`src/rtl/nal_split_pkg.sv`:
```
// Shared types and constants for the Annex B NAL splitter.
package nal_split_pkg;

  localparam int unsigned DataW    = 8;
  localparam int unsigned TypeW    = 5;
  localparam int unsigned NalSizeW = 24;
  // Results one byte can cause: up to four zeros and a record, or three zeros, the byte and a record.
  localparam int unsigned ResCntW  = 3;
  localparam int unsigned ZeroCntW = 2;

  localparam logic [TypeW-1:0] TypeMask = 5'h1f;
  localparam logic [TypeW-1:0] IdrType  = 5'd5;
  localparam logic [DataW-1:0] ScByte   = 8'h01;

  typedef enum logic {
    KIND_PAYLOAD = 1'b0,
    KIND_RECORD  = 1'b1
  } kind_e;

endpackage

```
`src/rtl/h264_annexb_nal_splitter.sv`:
```
// Annex B byte stream splitter: NAL payload bytes and end-of-NAL records.
//
//   channel | signals                                    | direction
//   --------+--------------------------------------------+----------
//   in      | in_valid_i in_ready_o data_i last_i        | request in
//   out     | out_valid_o out_ready_i kind_o payload_o   | request out
//           | unit_len_o unit_type_o keyframe_o run_end_o |
//
// One stream byte is taken per cycle while each byte yields at most one result and the output
// does not stall. A byte that yields n results (n is 1 to 5) stays in the item register until
// the single output register has taken all n, one result per cycle while it is not stalled.
// Bytes that yield no result (held zeros, bytes before the first start code) leave without
// using the output register. Reset clears the parser state and both valid flags; no clearing
// pass follows. An output stall holds the output register and, through it, the item register.
module h264_annexb_nal_splitter #(
  parameter int unsigned SIZE_BITS = 24
) (
  input  logic                             clk_i,
  input  logic                             rst_ni,
  input  logic                             in_valid_i,
  output logic                             in_ready_o,
  input  logic [nal_split_pkg::DataW-1:0]  data_i,
  input  logic                             last_i,
  output logic                             out_valid_o,
  input  logic                             out_ready_i,
  output logic                             kind_o,
  output logic [nal_split_pkg::DataW-1:0]  payload_o,
  output logic [nal_split_pkg::NalSizeW-1:0] unit_len_o,
  output logic [nal_split_pkg::TypeW-1:0]  unit_type_o,
  output logic                             keyframe_o,
  output logic                             run_end_o
);
  import nal_split_pkg::*;

  localparam int unsigned ExtW = (SIZE_BITS > NalSizeW) ? SIZE_BITS : NalSizeW;

  // Item register
  logic               item_valid_q, item_valid_d;
  logic [DataW-1:0]   data_q, data_d;
  logic               last_q, last_d;
  logic [ResCntW-1:0] idx_q, idx_d;

  // Parser state
  logic [ZeroCntW-1:0]  pz_q, pz_d;
  logic                 inside_q, inside_d;
  logic [SIZE_BITS-1:0] cnt_q, cnt_d;
  logic [TypeW-1:0]     type_q, type_d;
  logic                 taken_q, taken_d;
  logic                 idr_q, idr_d;

  // Output register
  logic               out_valid_q, out_valid_d;
  logic               kind_q, kind_d;
  logic [DataW-1:0]   payload_q, payload_d;
  logic [NalSizeW-1:0] size_q, size_d;
  logic [TypeW-1:0]   ntype_q, ntype_d;
  logic               key_q, key_d;
  logic               rend_q, rend_d;

  // Plan for the held byte
  logic                 is_zero, is_sc, has_byte;
  logic [ResCntW-1:0]   zpre, zpost, zcnt, pay_n, res_n;
  logic [ZeroCntW-1:0]  pz_mid;
  logic [SIZE_BITS:0]   cnt_sum;
  logic [SIZE_BITS-1:0] cnt_fin;
  logic [TypeW-1:0]     first_type, type_fin;
  logic                 take_now, taken_fin, idr_fin;
  logic                 is_rec, run_end;
  logic [SIZE_BITS-1:0] rec_cnt;
  logic [ExtW-1:0]      rec_cnt_ext;
  logic                 out_load, emit, item_done;

  always_comb begin
    is_zero  = (data_q == '0);
    is_sc    = (data_q == ScByte) && (pz_q >= ZeroCntW'(2)) && !last_q;
    zpre     = '0;
    has_byte = 1'b0;
    pz_mid   = '0;
    if (is_zero) begin
      // a fourth zero pushes the oldest held one out
      if (pz_q == ZeroCntW'(3)) begin
        zpre   = ResCntW'(1);
        pz_mid = pz_q;
      end else begin
        pz_mid = pz_q + ZeroCntW'(1);
      end
    end else if (!is_sc) begin
      zpre     = ResCntW'(pz_q);
      has_byte = 1'b1;
    end
    zpost = last_q ? ResCntW'(pz_mid) : '0;
    zcnt  = zpre + zpost;
    pay_n = inside_q ? (zcnt + ResCntW'(has_byte)) : '0;
    if (!inside_q) begin
      res_n = '0;
    end else if (is_sc) begin
      res_n = ResCntW'(1);
    end else begin
      res_n = pay_n + ResCntW'(last_q);
    end

    // saturating count after this byte's payload
    cnt_sum = {1'b0, cnt_q} + (SIZE_BITS+1)'(pay_n);
    cnt_fin = cnt_sum[SIZE_BITS] ? '1 : cnt_sum[SIZE_BITS-1:0];

    first_type = (zcnt != '0) ? '0 : (data_q[TypeW-1:0] & TypeMask);
    take_now   = !taken_q && (pay_n != '0);
    type_fin   = take_now ? first_type : type_q;
    taken_fin  = taken_q | take_now;
    idr_fin    = idr_q | (take_now && (first_type == IdrType));

    // result at position idx_q
    is_rec      = is_sc || (idx_q >= pay_n);
    run_end     = ((idx_q + ResCntW'(1)) == res_n);
    rec_cnt     = is_sc ? cnt_q : cnt_fin;
    rec_cnt_ext = ExtW'(rec_cnt);

    out_load  = !out_valid_q || out_ready_i;
    emit      = item_valid_q && (res_n != '0) && out_load;
    item_done = item_valid_q && ((res_n == '0) || (emit && run_end));
  end

  assign in_ready_o = !item_valid_q || item_done;

  always_comb begin
    item_valid_d = item_valid_q;
    data_d       = data_q;
    last_d       = last_q;
    idx_d        = idx_q;
    if (item_done) begin
      item_valid_d = 1'b0;
      idx_d        = '0;
    end else if (emit) begin
      idx_d = idx_q + ResCntW'(1);
    end
    if (in_valid_i && in_ready_o) begin
      item_valid_d = 1'b1;
      data_d       = data_i;
      last_d       = last_i;
    end
  end

  always_comb begin
    pz_d     = pz_q;
    inside_d = inside_q;
    cnt_d    = cnt_q;
    type_d   = type_q;
    taken_d  = taken_q;
    idr_d    = idr_q;
    if (item_done) begin
      if (last_q) begin
        // end of buffer: back to the reset state
        pz_d     = '0;
        inside_d = 1'b0;
        cnt_d    = '0;
        type_d   = '0;
        taken_d  = 1'b0;
        idr_d    = 1'b0;
      end else if (is_sc) begin
        // open a new NAL
        pz_d     = '0;
        inside_d = 1'b1;
        cnt_d    = '0;
        type_d   = '0;
        taken_d  = 1'b0;
      end else begin
        pz_d    = pz_mid;
        cnt_d   = inside_q ? cnt_fin : cnt_q;
        type_d  = type_fin;
        taken_d = taken_fin;
        idr_d   = idr_fin;
      end
    end
  end

  always_comb begin
    out_valid_d = out_valid_q;
    kind_d      = kind_q;
    payload_d   = payload_q;
    size_d      = size_q;
    ntype_d     = ntype_q;
    key_d       = key_q;
    rend_d      = rend_q;
    if (out_load) begin
      out_valid_d = emit;
      rend_d      = run_end;
      if (is_rec) begin
        kind_d    = KIND_RECORD;
        payload_d = '0;
        size_d    = rec_cnt_ext[NalSizeW-1:0];
        ntype_d   = is_sc ? (taken_q ? type_q : '0) : (taken_fin ? type_fin : '0);
        key_d     = is_sc ? idr_q : idr_fin;
      end else begin
        kind_d    = KIND_PAYLOAD;
        payload_d = (has_byte && (idx_q == zcnt)) ? data_q : '0;
        size_d    = '0;
        ntype_d   = '0;
        key_d     = 1'b0;
      end
    end
  end

  always_ff @(posedge clk_i or negedge rst_ni) begin
    if (!rst_ni) begin
      item_valid_q <= 1'b0;
      idx_q        <= '0;
      pz_q         <= '0;
      inside_q     <= 1'b0;
      cnt_q        <= '0;
      type_q       <= '0;
      taken_q      <= 1'b0;
      idr_q        <= 1'b0;
      out_valid_q  <= 1'b0;
    end else begin
      item_valid_q <= item_valid_d;
      idx_q        <= idx_d;
      pz_q         <= pz_d;
      inside_q     <= inside_d;
      cnt_q        <= cnt_d;
      type_q       <= type_d;
      taken_q      <= taken_d;
      idr_q        <= idr_d;
      out_valid_q  <= out_valid_d;
    end
  end

  always_ff @(posedge clk_i) begin
    data_q    <= data_d;
    last_q    <= last_d;
    kind_q    <= kind_d;
    payload_q <= payload_d;
    size_q    <= size_d;
    ntype_q   <= ntype_d;
    key_q     <= key_d;
    rend_q    <= rend_d;
  end

  assign out_valid_o = out_valid_q;
  assign kind_o      = kind_q;
  assign payload_o   = payload_q;
  assign unit_len_o  = size_q;
  assign unit_type_o = ntype_q;
  assign keyframe_o  = key_q;
  assign run_end_o   = rend_q;

endmodule
```
`config.mk`:
```
export PLATFORM = sky130hd
export DESIGN_NAME = h264_annexb_nal_splitter
export DESIGN_NICKNAME = d
export VERILOG_FILES = /design/src/rtl/nal_split_pkg.sv /design/src/rtl/h264_annexb_nal_splitter.sv
export SDC_FILE = /design/constraint.sdc
export NUM_CORES = 1
export LEC_CHECK = 0
export ABC_AREA = 1
export BUFFER_PORTS_ARGS = -buffer_cell sky130_fd_sc_hd__buf_2
export CAP_MARGIN = 20
export CORE_ASPECT_RATIO = 0.8
export CORE_MARGIN = 1
export CORE_UTILIZATION = 40
export CTS_CLUSTER_SIZE = 8
export DETAILED_ROUTE_END_ITERATION = 6
export GPL_TIMING_DRIVEN = 0
export HOLD_SLACK_MARGIN = 0.02
export SYNTH_ARGS = -nofsm -noshare
export SYNTH_HDL_FRONTEND = slang
export SYNTH_SLANG_ARGS = --single-unit
```
`constraint.sdc`:
```
create_clock -name clk_i -period 5.4 [get_ports clk_i]
set_input_delay 0 -clock clk_i [delete_from_list [all_inputs] [get_ports clk_i]]
set_output_delay 0 -clock clk_i [all_outputs]
set_load 0.01 [all_outputs]
```
==> results.toml, run 1 <==
[sta]
fin_worst_hold_slack_ps = 331
max_freq_mhz = 201
clock-skew-final_ps = 7.94
slew_viol_final = 0
setup_violations = 0
rsz0062_at_grt = "no"
setup_tns_ps = 0
hold_viol_final = 0
tightestPinTransition_ps = 988
post-route-period-util_pct = 92.0
period_needed_ps = 4970
slew_headroom_pct = 34.1

[global_routing]
grt_use_met3_pct = 5.71
grt_pass1_vias = 4263
use_met1_pct = 31.8
antenna_found_initial = 1
overflow = 0
use_met2_pct = 33.4
grt_max_degree = 40
top_usage_layer = "met2"
wire_length_of_the_first_global_routing_pass_mm = 21.9
groute.usage.overall_pct = 22.3

[layout]
area_growth_syn_to_layout_pct = 18.0
final_net_count = 722
final_design_area_no_fill_um2 = 5900
filler_cell_count = 1185
most_common_library_cell_in_the_layout_ignoring_fill_and_taps = "sky130_fd_sc_hd__nand2_1"
drive_above_1_share_pct = 14.6
layout_common_cells = "sky130_fd_sc_hd__nand2_1 (181), sky130_fd_sc_hd__inv_1 (81), sky130_fd_sc_hd__buf_2 (63), sky130_fd_sc_hd__nor2_1 (51), sky130_fd_sc_hd__edfxtp_1 (49)"
n_diodes = 0
finalCoreUtilization_pct = 48.5

[floorplan]
initial_utilization_pct = 41.1
core.rowCount = 36
die-area_um2 = 13000
ios = 55
design.core.area_um2 = 12200
die_h_um = 102
die_w_um = 127

[worst_setup_path]
dominant_delay_contributor_by_cell_family_on_the_critical_path = "simple AND/OR/NAND/NOR gates"
critical_path.max_fanout = 10
worst_path_max_delay_cell = "sky130_fd_sc_hd__fa_1"
crit_end_element = "register"
crit_chain = "nor2_1 -> nand2_1 -> nor2_4 -> nand3_4 -> clkbuf_1 -> nand2_1 -> a21oi_1 -> ha_1 -> fa_1 -> ha_1 -> nand2_1 -> inv_1 -> ha_1 -> inv_1 -> a21oi_1 -> nand3_1 -> nand3_2 -> nand3_4 -> o21bai_4 -> nand2_1 -> buf_2 -> a21oi_4"
cpMostUsedCell = "sky130_fd_sc_hd__nand2_1"
highest_cell_delay_on_the_worst_timing_path_ps = 510
critPathBufInv = 4
cp.required_ps = 5420
start_kind = "register"
critPathKind = "register to register"
worst-endpoint-arrival_ps = 4980

[power_and_ir_drop]
part_of_the_total_power_dissipated_in_the_clock_network_pct = 44.1
power.share.switching_pct = 23.0
p_int_mw = 1.05
p_seq_share_pct = 52.2
power.total_mw = 1.37
cellPowerDensity_nw_per_um2 = 231
netSwitchingPower_mw = 0.314
comb_power_share_pct = 3.7
worst_ir_drop_vdd_uv = 157
power.leakage_nw = 2.94

[logic_synthesis]
synth.ff_latch_count = 88
synth_flop_cell = "sky130_fd_sc_hd__edfxtp_1"
ys_seq_area_share_pct = 48.9
distinct_cell_type_count_after_synthesis = 34
synth_area_per_cell_um2 = 8.09
synth_cells = 618
postSynthNetCount = 645
synthArstFlopShare_pct = 44.3
number_of_enable_flip_flop_cells_after_synthesis = 49
yosysWarnings = 0
synthesis.area_um2 = 5000

[routing]
drc = 1
vias = 4480
wl_per_cell_um = 15.7
via_per_instance_ratio = 5.26
wirelength_mm = 13.4
drtPass1Iterations = 7
antenna_left = 0
initialDrtViolationCount = 395

[run_status]
status = "complete, but fails checks"
violations = "DRC"

[placement]
place_area_um2 = 5490
hpwlAfterDp_mm = 9.32
gpl.final_weighted_congestion = 0.949
port_buffers = 54

[clock_tree]
insertion_delay_ps = 350
cts_tree = "built"
cts-root-buf = "sky130_fd_sc_hd__clkbuf_16"
cts.htree.levels = 3
cts.path.max_buffers = 2
cts_buffers = 9
clkTransAtPathRegs_ps = 70
numClockSinks = 88

[min_path]
min-delay-path-class = "primary input to register"

[job]
max_cap_viol_count = 0
[layout make-up]
type                       count  area (um2)  share of cell area (%)
buffer                        19        82.6                    1.40
clock buffer                  11         243                    4.11
clock inverter                 5        41.3                   0.700
inverter                      87         330                    5.60
multi-input combinational    424        2160                    36.6
sequential                    88        2450                    41.5
tap                          152         190                    3.22
timing repair buffer          66         408                    6.91
[kinds of logic (layout without fill, tap and decap cells)]
family,count (synthesis),count (layout),share of synthesized area [%]
simple gates,333,333,29.8
buf+inv,106,188,8.18
flops,88,88,48.9
compound gates,66,66,7.31
fa+ha+maj,14,14,3.80
xor+xnor,11,11,1.93
[what timing repair did]
item                                    in CTS  in global routing
resized for setup                            1                  3
cloned                                       0                  0
hold endpoints to repair                    49                  0
buffers inserted                             0                  0
endpoints found under the setup margin       9                 11
hold buffers                                11                  0
[synth_stat cells (2+ instances only)]
| cell | n | area share, % |
|---|---|---|
| sky130_fd_sc_hd__a21oi_1 | 8 | 0.80 |
| sky130_fd_sc_hd__buf_2 | 9 | 0.90 |
| sky130_fd_sc_hd__clkbuf_1 | 10 | 0.75 |
| sky130_fd_sc_hd__dfrtp_1 | 39 | 20 |
| sky130_fd_sc_hd__edfxtp_1 | 49 | 29 |
| sky130_fd_sc_hd__fa_1 | 2 | 0.80 |
| sky130_fd_sc_hd__ha_1 | 12 | 3.0 |
| sky130_fd_sc_hd__inv_1 | 82 | 6.2 |
| sky130_fd_sc_hd__inv_2 | 4 | 0.30 |
| sky130_fd_sc_hd__nand2_1 | 182 | 14 |
| sky130_fd_sc_hd__nand3_1 | 43 | 4.3 |
| sky130_fd_sc_hd__nand3_2 | 4 | 0.80 |
| sky130_fd_sc_hd__nand3_4 | 3 | 1.1 |
| sky130_fd_sc_hd__nand4_1 | 30 | 3.8 |
| sky130_fd_sc_hd__nor2_1 | 51 | 3.8 |
| sky130_fd_sc_hd__nor3_1 | 9 | 0.90 |
| sky130_fd_sc_hd__nor3b_1 | 2 | 0.30 |
| sky130_fd_sc_hd__o21ai_0 | 39 | 3.9 |
| sky130_fd_sc_hd__o21ai_1 | 10 | 1.0 |
| sky130_fd_sc_hd__o31ai_1 | 2 | 0.30 |
| sky130_fd_sc_hd__or2_2 | 5 | 0.63 |
| sky130_fd_sc_hd__xor2_1 | 11 | 1.9 |
[worst paths after layout]
kind	from	to	slack, ps	cells after the start
setup reg to reg	data_q[4]	data_q[0]	430	22
min in group asynchronous	rst_ni	cnt_q[11]	360	2
hold reg to reg	type_q[2]	type_q[2]	500	2
max in group asynchronous	rst_ni	out_valid_o	4430	2
hold / removal	out_ready_i	out_valid_o	330	4
setup / recovery	data_q[4]	data_q[0]	430	22
[worst min-delay path, cell delays in order]
cell                      delay (ps)
sky130_fd_sc_hd__buf_2            70
sky130_fd_sc_hd__inv_1            40
sky130_fd_sc_hd__nand2_2         420
sky130_fd_sc_hd__nand2_1         100
[metal layers]
layer | up-vias | routed length, um | share of wire, %
met5 | - | 13 | 0.097
met4 | 2 | 176 | 1.3
met3 | 17 | 1190 | 8.9
met2 | 172 | 5550 | 42
met1 | 2104 | 6440 | 48
li1 | 2185 | - | -
[power groups by stage]
stage | Sequential (mW) | Combinational, mW | Clock, mW
2_1_floorplan | 0.726 | 0.0204 | 0
3_3_place_gp | 0.727 | 0.0421 | 0
3_5_place_dp | 0.727 | 0.0429 | 0
4_1_cts | 0.713 | 0.0493 | 0.620
5_1_grt | 0.713 | 0.0548 | 0.648
6_report | 0.713 | 0.0508 | 0.602
[flip-flops by register name, indices dropped and copies added, names as in the netlist]
signal / count
unit_type_o: 5
run_end_o: 1
cnt_q: 24
type_q: 5
data_q: 8
idr_q: 1
kind_o: 1
idx_q: 3
inside_q: 1
taken_q: 1
last_q: 1
unit_len_o: 24
out_valid_o: 1
pz_q: 2
payload_o: 8
keyframe_o: 1
item_valid_q: 1
[per-stage QoR]
step                cells  setup slack, ps
floorplan             618              937
global placement      824             98.5
detailed placement    825             16.2
CTS                   852              256
global route          852             34.5
finish                852              433
Note: power is estimated with default switching activity, not from simulation.
==> inputs of run 2 (changes only) <==
--- a/config.mk
+++ b/config.mk
@@ -5,7 +5,6 @@
 export SDC_FILE = /design/constraint.sdc
 export NUM_CORES = 1
 export LEC_CHECK = 0
-export ABC_AREA = 1
 export BUFFER_PORTS_ARGS = -buffer_cell sky130_fd_sc_hd__buf_2
 export CAP_MARGIN = 20
 export CORE_ASPECT_RATIO = 0.8
==> run 2 against run 1 <==
The flow now finishes without violations. Wire length shrank 11%. Non-clock buffer count grew 13. Fmax shrank 2.0%. Sequential cell count is the same. Critical path depth shrank 2. Cell count shrank 18%. Critical path type unchanged.
==> results.toml, run 2 <==
[sta]
period_needed_ps = 5070
setup_violations = 0
max_freq_mhz = 197
slew_viol_final = 0
worst_slack_ps = 329
post-route-period-util_pct = 93.9
tightestPinTransition_ps = 994
hold_viol_final = 0
slew_headroom_pct = 33.7
rsz0062_at_grt = "no"
fin_worst_hold_slack_ps = 359
clock-skew-final_ps = 9.92

[worst_setup_path]
worst-endpoint-arrival_ps = 5170
rrSetupSlack_ps = 330
critical_path.reg2reg.endpoint = "unit_len_o[10]"
reg2reg_from = "data_q[4]"
start_kind = "register"
critical_path.max_fanout = 10
cp.required_ps = 5500
crit_end_element = "register"
worst-r2r-cell-count = 20
critPathKind = "register to register"

[logic_synthesis]
synth_flop_cell = "sky130_fd_sc_hd__edfxtp_1"
synth.top_cell.area_share_pct = 31.5
post-synth-top-count-cell = "sky130_fd_sc_hd__a21oi_1"
synthArstFlopShare_pct = 44.3
synthDominantAreaCellType = "sky130_fd_sc_hd__edfxtp_1"
synth_compound_area_share_pct = 19.5
yosys.area_share.adder_pct = 4.07
synth.top_cells.by_count = "sky130_fd_sc_hd__a21oi_1 (79), sky130_fd_sc_hd__edfxtp_1 (49), sky130_fd_sc_hd__nand2_1 (41)"
share_of_cell_area_taken_by_muxes_after_synthesis_pct = 0.911
synth.ff_latch_count = 88
post_synth_and_or_nand_nor_area_fraction_pct = 17.4
synth_top_family_by_area = "compound AO/OA/AOI/OAI gates"
yosysWarnings = 0
number_of_enable_flip_flop_cells_after_synthesis = 49
synth_area_per_cell_um2 = 10.1
synth_xor_area_share_pct = 2.36
synth_cells = 461
postSynthNetCount = 488
distinct_cell_type_count_after_synthesis = 58
ys_seq_area_share_pct = 52.4
largest_cells_by_area_after_synthesis = "sky130_fd_sc_hd__edfxtp_1 (32%), sky130_fd_sc_hd__dfrtp_1 (21%), sky130_fd_sc_hd__a21oi_1 (8.5%), sky130_fd_sc_hd__nand2_1 (3.3%), sky130_fd_sc_hd__ha_1 (3.2%)"
synthesis.area_um2 = 4670

[global_routing]
grt_max_degree = 40
overflow = 0
antenna_found_initial = 0
grt_pass1_vias = 3787
wire_length_of_the_first_global_routing_pass_mm = 19.1
groute.usage.overall_pct = 20.8

[routing]
drtPass1Iterations = 4
wirelength_mm = 11.9
initialDrtViolationCount = 349
antenna_left = 0
drc = 0
vias = 3924
via_per_instance_ratio = 5.64
wl_per_cell_um = 17.1

[power_and_ir_drop]
cellPowerDensity_nw_per_um2 = 238
worst_ir_drop_vdd_uv = 155
power.total_mw = 1.35
power.leakage_nw = 2.58

[clock_tree]
cts.path.max_buffers = 2
clkTransAtPathRegs_ps = 70
cts.htree.levels = 3
cts_tree = "built"
cts_buffers = 9
numClockSinks = 88
cts-root-buf = "sky130_fd_sc_hd__clkbuf_16"
insertion_delay_ps = 350

[layout]
filler_cell_count = 1004
final_design_area_no_fill_um2 = 5670
most_common_library_cell_in_the_layout_ignoring_fill_and_taps = "sky130_fd_sc_hd__a21oi_1"
drive_above_1_share_pct = 23.2
n_diodes = 0
final_net_count = 574
layout_common_cells = "sky130_fd_sc_hd__a21oi_1 (77), sky130_fd_sc_hd__buf_2 (58), sky130_fd_sc_hd__edfxtp_1 (49), sky130_fd_sc_hd__nand2_1 (41), sky130_fd_sc_hd__dfrtp_1 (39)"
area_growth_syn_to_layout_pct = 21.5

[floorplan]
core.rowCount = 34
die-area_um2 = 12100
initial_utilization_pct = 42.1
design.core.area_um2 = 11100
die_h_um = 98.6
ios = 55
die_w_um = 123

[placement]
place_area_um2 = 5140
port_buffers = 54
gpl.final_weighted_congestion = 0.854
pre_cts_ws_ps = -1640
hpwlAfterDp_mm = 8.07

[run_status]
status = "finished, final reports clean"

[job]
max_cap_viol_count = 0

[min_path]
min-delay-path-class = "primary input to asynchronous set/reset pin"
## run 2: changes by cell type after synthesis, moves of 12 or more
cell | before | now
sky130_fd_sc_hd__nand4_1 | 30 | 5
sky130_fd_sc_hd__a21oi_2 | 1 | 13
sky130_fd_sc_hd__nand2_1 | 182 | 41
sky130_fd_sc_hd__inv_1 | 82 | 12
sky130_fd_sc_hd__a21oi_1 | 8 | 79
sky130_fd_sc_hd__o21ai_0 | 39 | 22
sky130_fd_sc_hd__nand3_1 | 43 | 16
sky130_fd_sc_hd__nor2_1 | 51 | 38
## run 2: through the flow
stage	utilization, %	instances	TNS (ps)
global placement	46.1	659	-78990
floorplan	-	461	0
global route	51.1	696	0
detailed placement	46.3	660	-84090
finish	51.1	696	0
CTS	50.2	688	0
## run 2: repair_timing
action / CTS / global route
buffers inserted: 2 / 7
resized for setup: 13 / 11
hold buffers: 11 / 0
hold endpoints to repair: 49 / 0
setup endpoints to repair: 88 / 52
pin swaps: 1 / 1
## run 2: cell families (layout without fill, tap and decap cells)
| kind of cell | after synthesis | count (layout) |
|---|---|---|
| DFF | 88 | 88 |
| and+or+nand+nor | 160 | 160 |
| xor gates and xnor gates | 11 | 11 |
| muxes | 4 | 4 |
| buffers and inverters | 35 | 126 |
| AOI/OAI and AO/OA | 149 | 149 |
| adders and majority gates | 14 | 14 |
## run 2: worst max path at each step
stage               startpoint             end  slack (ps)
finish               data_q[4]  unit_len_o[10]         330
detailed placement   data_q[1]  unit_len_o[12]       -1640
CTS                  data_q[4]  unit_len_o[10]          30
global route         data_q[2]  unit_len_o[11]          20
global placement     data_q[1]  unit_len_o[10]       -1600
floorplan            data_q[1]   unit_len_o[4]          40
## run 2: area by class of cell
cell class	instances	area, um2	share of cell area (%)
Sequential cell	88	2450	43.2
Clock buffer	10	229	4.04
Clock inverter	6	36.3	0.640
Timing Repair Buffer	76	473	8.34
Inverter	12	45.0	0.794
Buffer	22	128	2.25
Multi-Input combinational cell	338	2130	37.6
Tap cell	144	180	3.18
## run 2: power breakdown
| part | switching (mW) | internal, mW |
|---|---|---|
| registers | 0.00542 | 0.710 |
| clock network | 0.264 | 0.309 |
| logic | 0.0381 | 0.0230 |
| total | 0.308 | 1.04 |
## run 2: routing by layer
| layer | wire length (um) | up-vias | share of wire, % | track usage [%] |
|---|---|---|---|---|
| met5 | 0 | - | 0 | 0 |
| met1 | 5710 | 1899 | 48 | 29.8 |
| met4 | 184 | 0 | 1.5 | 8.16 |
| met2 | 5260 | 141 | 44 | 30.9 |
| met3 | 728 | 18 | 6.1 | 4.22 |
| li1 | - | 1866 | - | - |
## run 2: worst max-delay path, stage by stage (launching register included)
cell and delay (ps):
sky130_fd_sc_hd__edfxtp_1 440, sky130_fd_sc_hd__nor4b_4 380, sky130_fd_sc_hd__nand3_2 150, sky130_fd_sc_hd__nor2_2 180, sky130_fd_sc_hd__clkbuf_8 220, sky130_fd_sc_hd__buf_4 210
sky130_fd_sc_hd__a211oi_1 80, sky130_fd_sc_hd__ha_1 200, sky130_fd_sc_hd__fa_2 580, sky130_fd_sc_hd__ha_1 260, sky130_fd_sc_hd__nand2_1 100, sky130_fd_sc_hd__inv_1 100
sky130_fd_sc_hd__fa_1 450, sky130_fd_sc_hd__a21oi_2 220, sky130_fd_sc_hd__or2_4 210, sky130_fd_sc_hd__or3_1 130, sky130_fd_sc_hd__buf_2 250, sky130_fd_sc_hd__clkbuf_4 280
sky130_fd_sc_hd__nand3_1 110, sky130_fd_sc_hd__a21oi_1 170, sky130_fd_sc_hd__nor2_1 80
==> inputs of run 3 (changes only) <==
--- a/config.mk
+++ b/config.mk
@@ -5,7 +5,7 @@
 export SDC_FILE = /design/constraint.sdc
 export NUM_CORES = 1
 export LEC_CHECK = 0
-export BUFFER_PORTS_ARGS = -buffer_cell sky130_fd_sc_hd__buf_2
+export BUFFER_PORTS_ARGS = -buffer_cell sky130_fd_sc_hd__clkbuf_2
 export CAP_MARGIN = 20
 export CORE_ASPECT_RATIO = 0.8
 export CORE_MARGIN = 1
==> run 3 against run 2 <==
First-iteration DRC count grew 16%. Critical path depth grew 1. Die area is the same. Worst setup slack better by 33 ps. Critical path type unchanged. Highest routed layer unchanged.
==> results.toml, run 3 (synthesis gave the netlist of run 2 again) <==
[floorplan]
design.core.area_um2 = 11100
die_w_um = 123
die_h_um = 98.6
die-area_um2 = 12100
core.rowCount = 34
initial_utilization_pct = 42.1
ios = 55

[worst_setup_path]
worst-r2r-cell-count = 21
worstSetupEndpoint = "unit_len_o[10]"
critical_path.reg2reg.endpoint = "unit_len_o[10]"
crit_end_element = "register"
start_kind = "register"
worst-endpoint-arrival_ps = 5220
reg2reg_from = "data_q[4]"
rrSetupSlack_ps = 360
critPathKind = "register to register"
crit_start = "data_q[4]"
cp.required_ps = 5590
critical_path.max_fanout = 10

[global_routing]
top_usage_layer = "met2"
use_met2_pct = 32.3
groute.usage.overall_pct = 21.1
grt_max_degree = 40
use_met1_pct = 30.0
overflow = 0
grt_pass1_vias = 3908
wire_length_of_the_first_global_routing_pass_mm = 19.5
antenna_found_initial = 0
grt_use_met3_pct = 4.57

[routing]
via_per_instance_ratio = 5.65
vias = 3930
antenna_left = 0
drc = 0
initialDrtViolationCount = 405
wl_per_cell_um = 17.0
drtPass1Iterations = 5
wirelength_mm = 11.8

[power_and_ir_drop]
worst_ir_drop_vdd_uv = 153
cellPowerDensity_nw_per_um2 = 251
power.leakage_nw = 2.60
power.total_mw = 1.44

[min_path]
min-delay-path-class = "primary input to asynchronous set/reset pin"

[sta]
slew_viol_final = 0
tightestPinTransition_ps = 610
max_freq_mhz = 199
rsz0062_at_grt = "no"
clock-skew-final_ps = 7.63
fin_worst_hold_slack_ps = 194
setup_violations = 0
period_needed_ps = 5040
post-route-period-util_pct = 93.3
hold_viol_final = 0
slew_headroom_pct = 59.4
setup_tns_ps = 0

[placement]
port_buffers = 54
hpwlAfterDp_mm = 8.12
gpl.final_weighted_congestion = 0.856

[layout]
layout_common_cells = "sky130_fd_sc_hd__a21oi_1 (77), sky130_fd_sc_hd__clkbuf_2 (54), sky130_fd_sc_hd__edfxtp_1 (49), sky130_fd_sc_hd__nand2_1 (41), sky130_fd_sc_hd__dfrtp_1 (39)"
n_diodes = 0
final_net_count = 573
finalCoreUtilization_pct = 51.8
area_growth_syn_to_layout_pct = 23.2
most_common_library_cell_in_the_layout_ignoring_fill_and_taps = "sky130_fd_sc_hd__a21oi_1"
drive_above_1_share_pct = 23.0

[run_status]
status = "finished, final reports clean"

[clock_tree]
cts.path.max_buffers = 2
cts.htree.levels = 3
cts_buffers = 9
cts-root-buf = "sky130_fd_sc_hd__clkbuf_16"
insertion_delay_ps = 340
clkTransAtPathRegs_ps = 60
numClockSinks = 88
cts_tree = "built"

[job]
max_cap_viol_count = 0
run 3: changes by cell type in the layout (fill, tap and decap cells not counted), moves of 2 or more:
| cell | before | now |
|---|---|---|
| sky130_fd_sc_hd__buf_2 | 58 | 4 |
| sky130_fd_sc_hd__clkbuf_2 | 1 | 54 |
| sky130_fd_sc_hd__bufinv_16 | 0 | 2 |
| sky130_fd_sc_hd__clkinv_1 | 2 | 0 |
run 3: routing by layer:
| metal | wire (um) | part of all wire [%] |
|---|---|---|
| met4 | 191 | 1.6 |
| met1 | 5590 | 47 |
| met2 | 5260 | 44 |
| met5 | 0 | 0 |
| met3 | 798 | 6.7 |
run 3: metrics by stage:
step	area, um2	cells	worst slack (ps)
floorplan	4670	461	37.5
global placement	5120	659	-1590
detailed placement	5140	660	-1700
CTS	5630	688	61.8
global route	5750	695	14.1
finish	5750	695	363
run 3: worst min path at each step:
stage / start / to / slack (ps)
5_1_grt: rst_ni / cnt_q[16] / 230
4_1_cts: data_i[7] / data_q[7] / 360
3_3_place_gp: data_i[2] / data_q[2] / 180
3_5_place_dp: data_i[1] / data_q[1] / 180
2_1_floorplan: rst_ni / cnt_q[0] / -300
6_report: rst_ni / cnt_q[16] / 190
run 3: repair_timing:
| action | CTS | global route |
|---|---|---|
| hold buffers | 11 | 0 |
| setup endpoints to repair | 89 | 49 |
| resized for setup | 15 | 15 |
| hold endpoints to repair | 49 | 0 |
| setup buffers | 2 | 5 |
| pin swaps | 1 | 1 |
run 3: power breakdown:
part	switching, mW	total (mW)	leakage [nW]	internal (mW)
clock	0.258	0.664	0.150	0.406
combinational	0.0383	0.0625	1.33	0.0241
sequential	0.00533	0.716	1.12	0.710
total	0.302	1.44	2.60	1.14
run 3: critical path, stage by stage, from the launching register on:
cell,delay (ps)
sky130_fd_sc_hd__edfxtp_1,450
sky130_fd_sc_hd__nor4b_4,390
sky130_fd_sc_hd__nand3_2,180
sky130_fd_sc_hd__nor2_4,150
sky130_fd_sc_hd__clkbuf_8,200
sky130_fd_sc_hd__buf_4,210
sky130_fd_sc_hd__a211oi_1,70
sky130_fd_sc_hd__ha_1,200
sky130_fd_sc_hd__fa_1,510
sky130_fd_sc_hd__ha_1,280
sky130_fd_sc_hd__xor2_1,180
sky130_fd_sc_hd__nand2_1,100
sky130_fd_sc_hd__inv_1,50
sky130_fd_sc_hd__ha_1,340
sky130_fd_sc_hd__a21oi_2,90
sky130_fd_sc_hd__or2_4,280
sky130_fd_sc_hd__or3_1,390
sky130_fd_sc_hd__buf_2,210
sky130_fd_sc_hd__buf_4,210
sky130_fd_sc_hd__nand3_1,120
sky130_fd_sc_hd__a21oi_1,80
sky130_fd_sc_hd__nor2_1,160
run 3: layout make-up:
| cell class | instances | area (um2) |
|---|---|---|
| repair buffers | 75 | 485 |
| well taps | 144 | 180 |
| fillers | 1029 | 5350 |
| clock buffers | 11 | 233 |
| multi-input cells | 338 | 2150 |
| plain buffers | 22 | 130 |
| inverters | 12 | 45.0 |
| flip-flops and latches | 88 | 2450 |
| clock inverters | 5 | 81.3 |
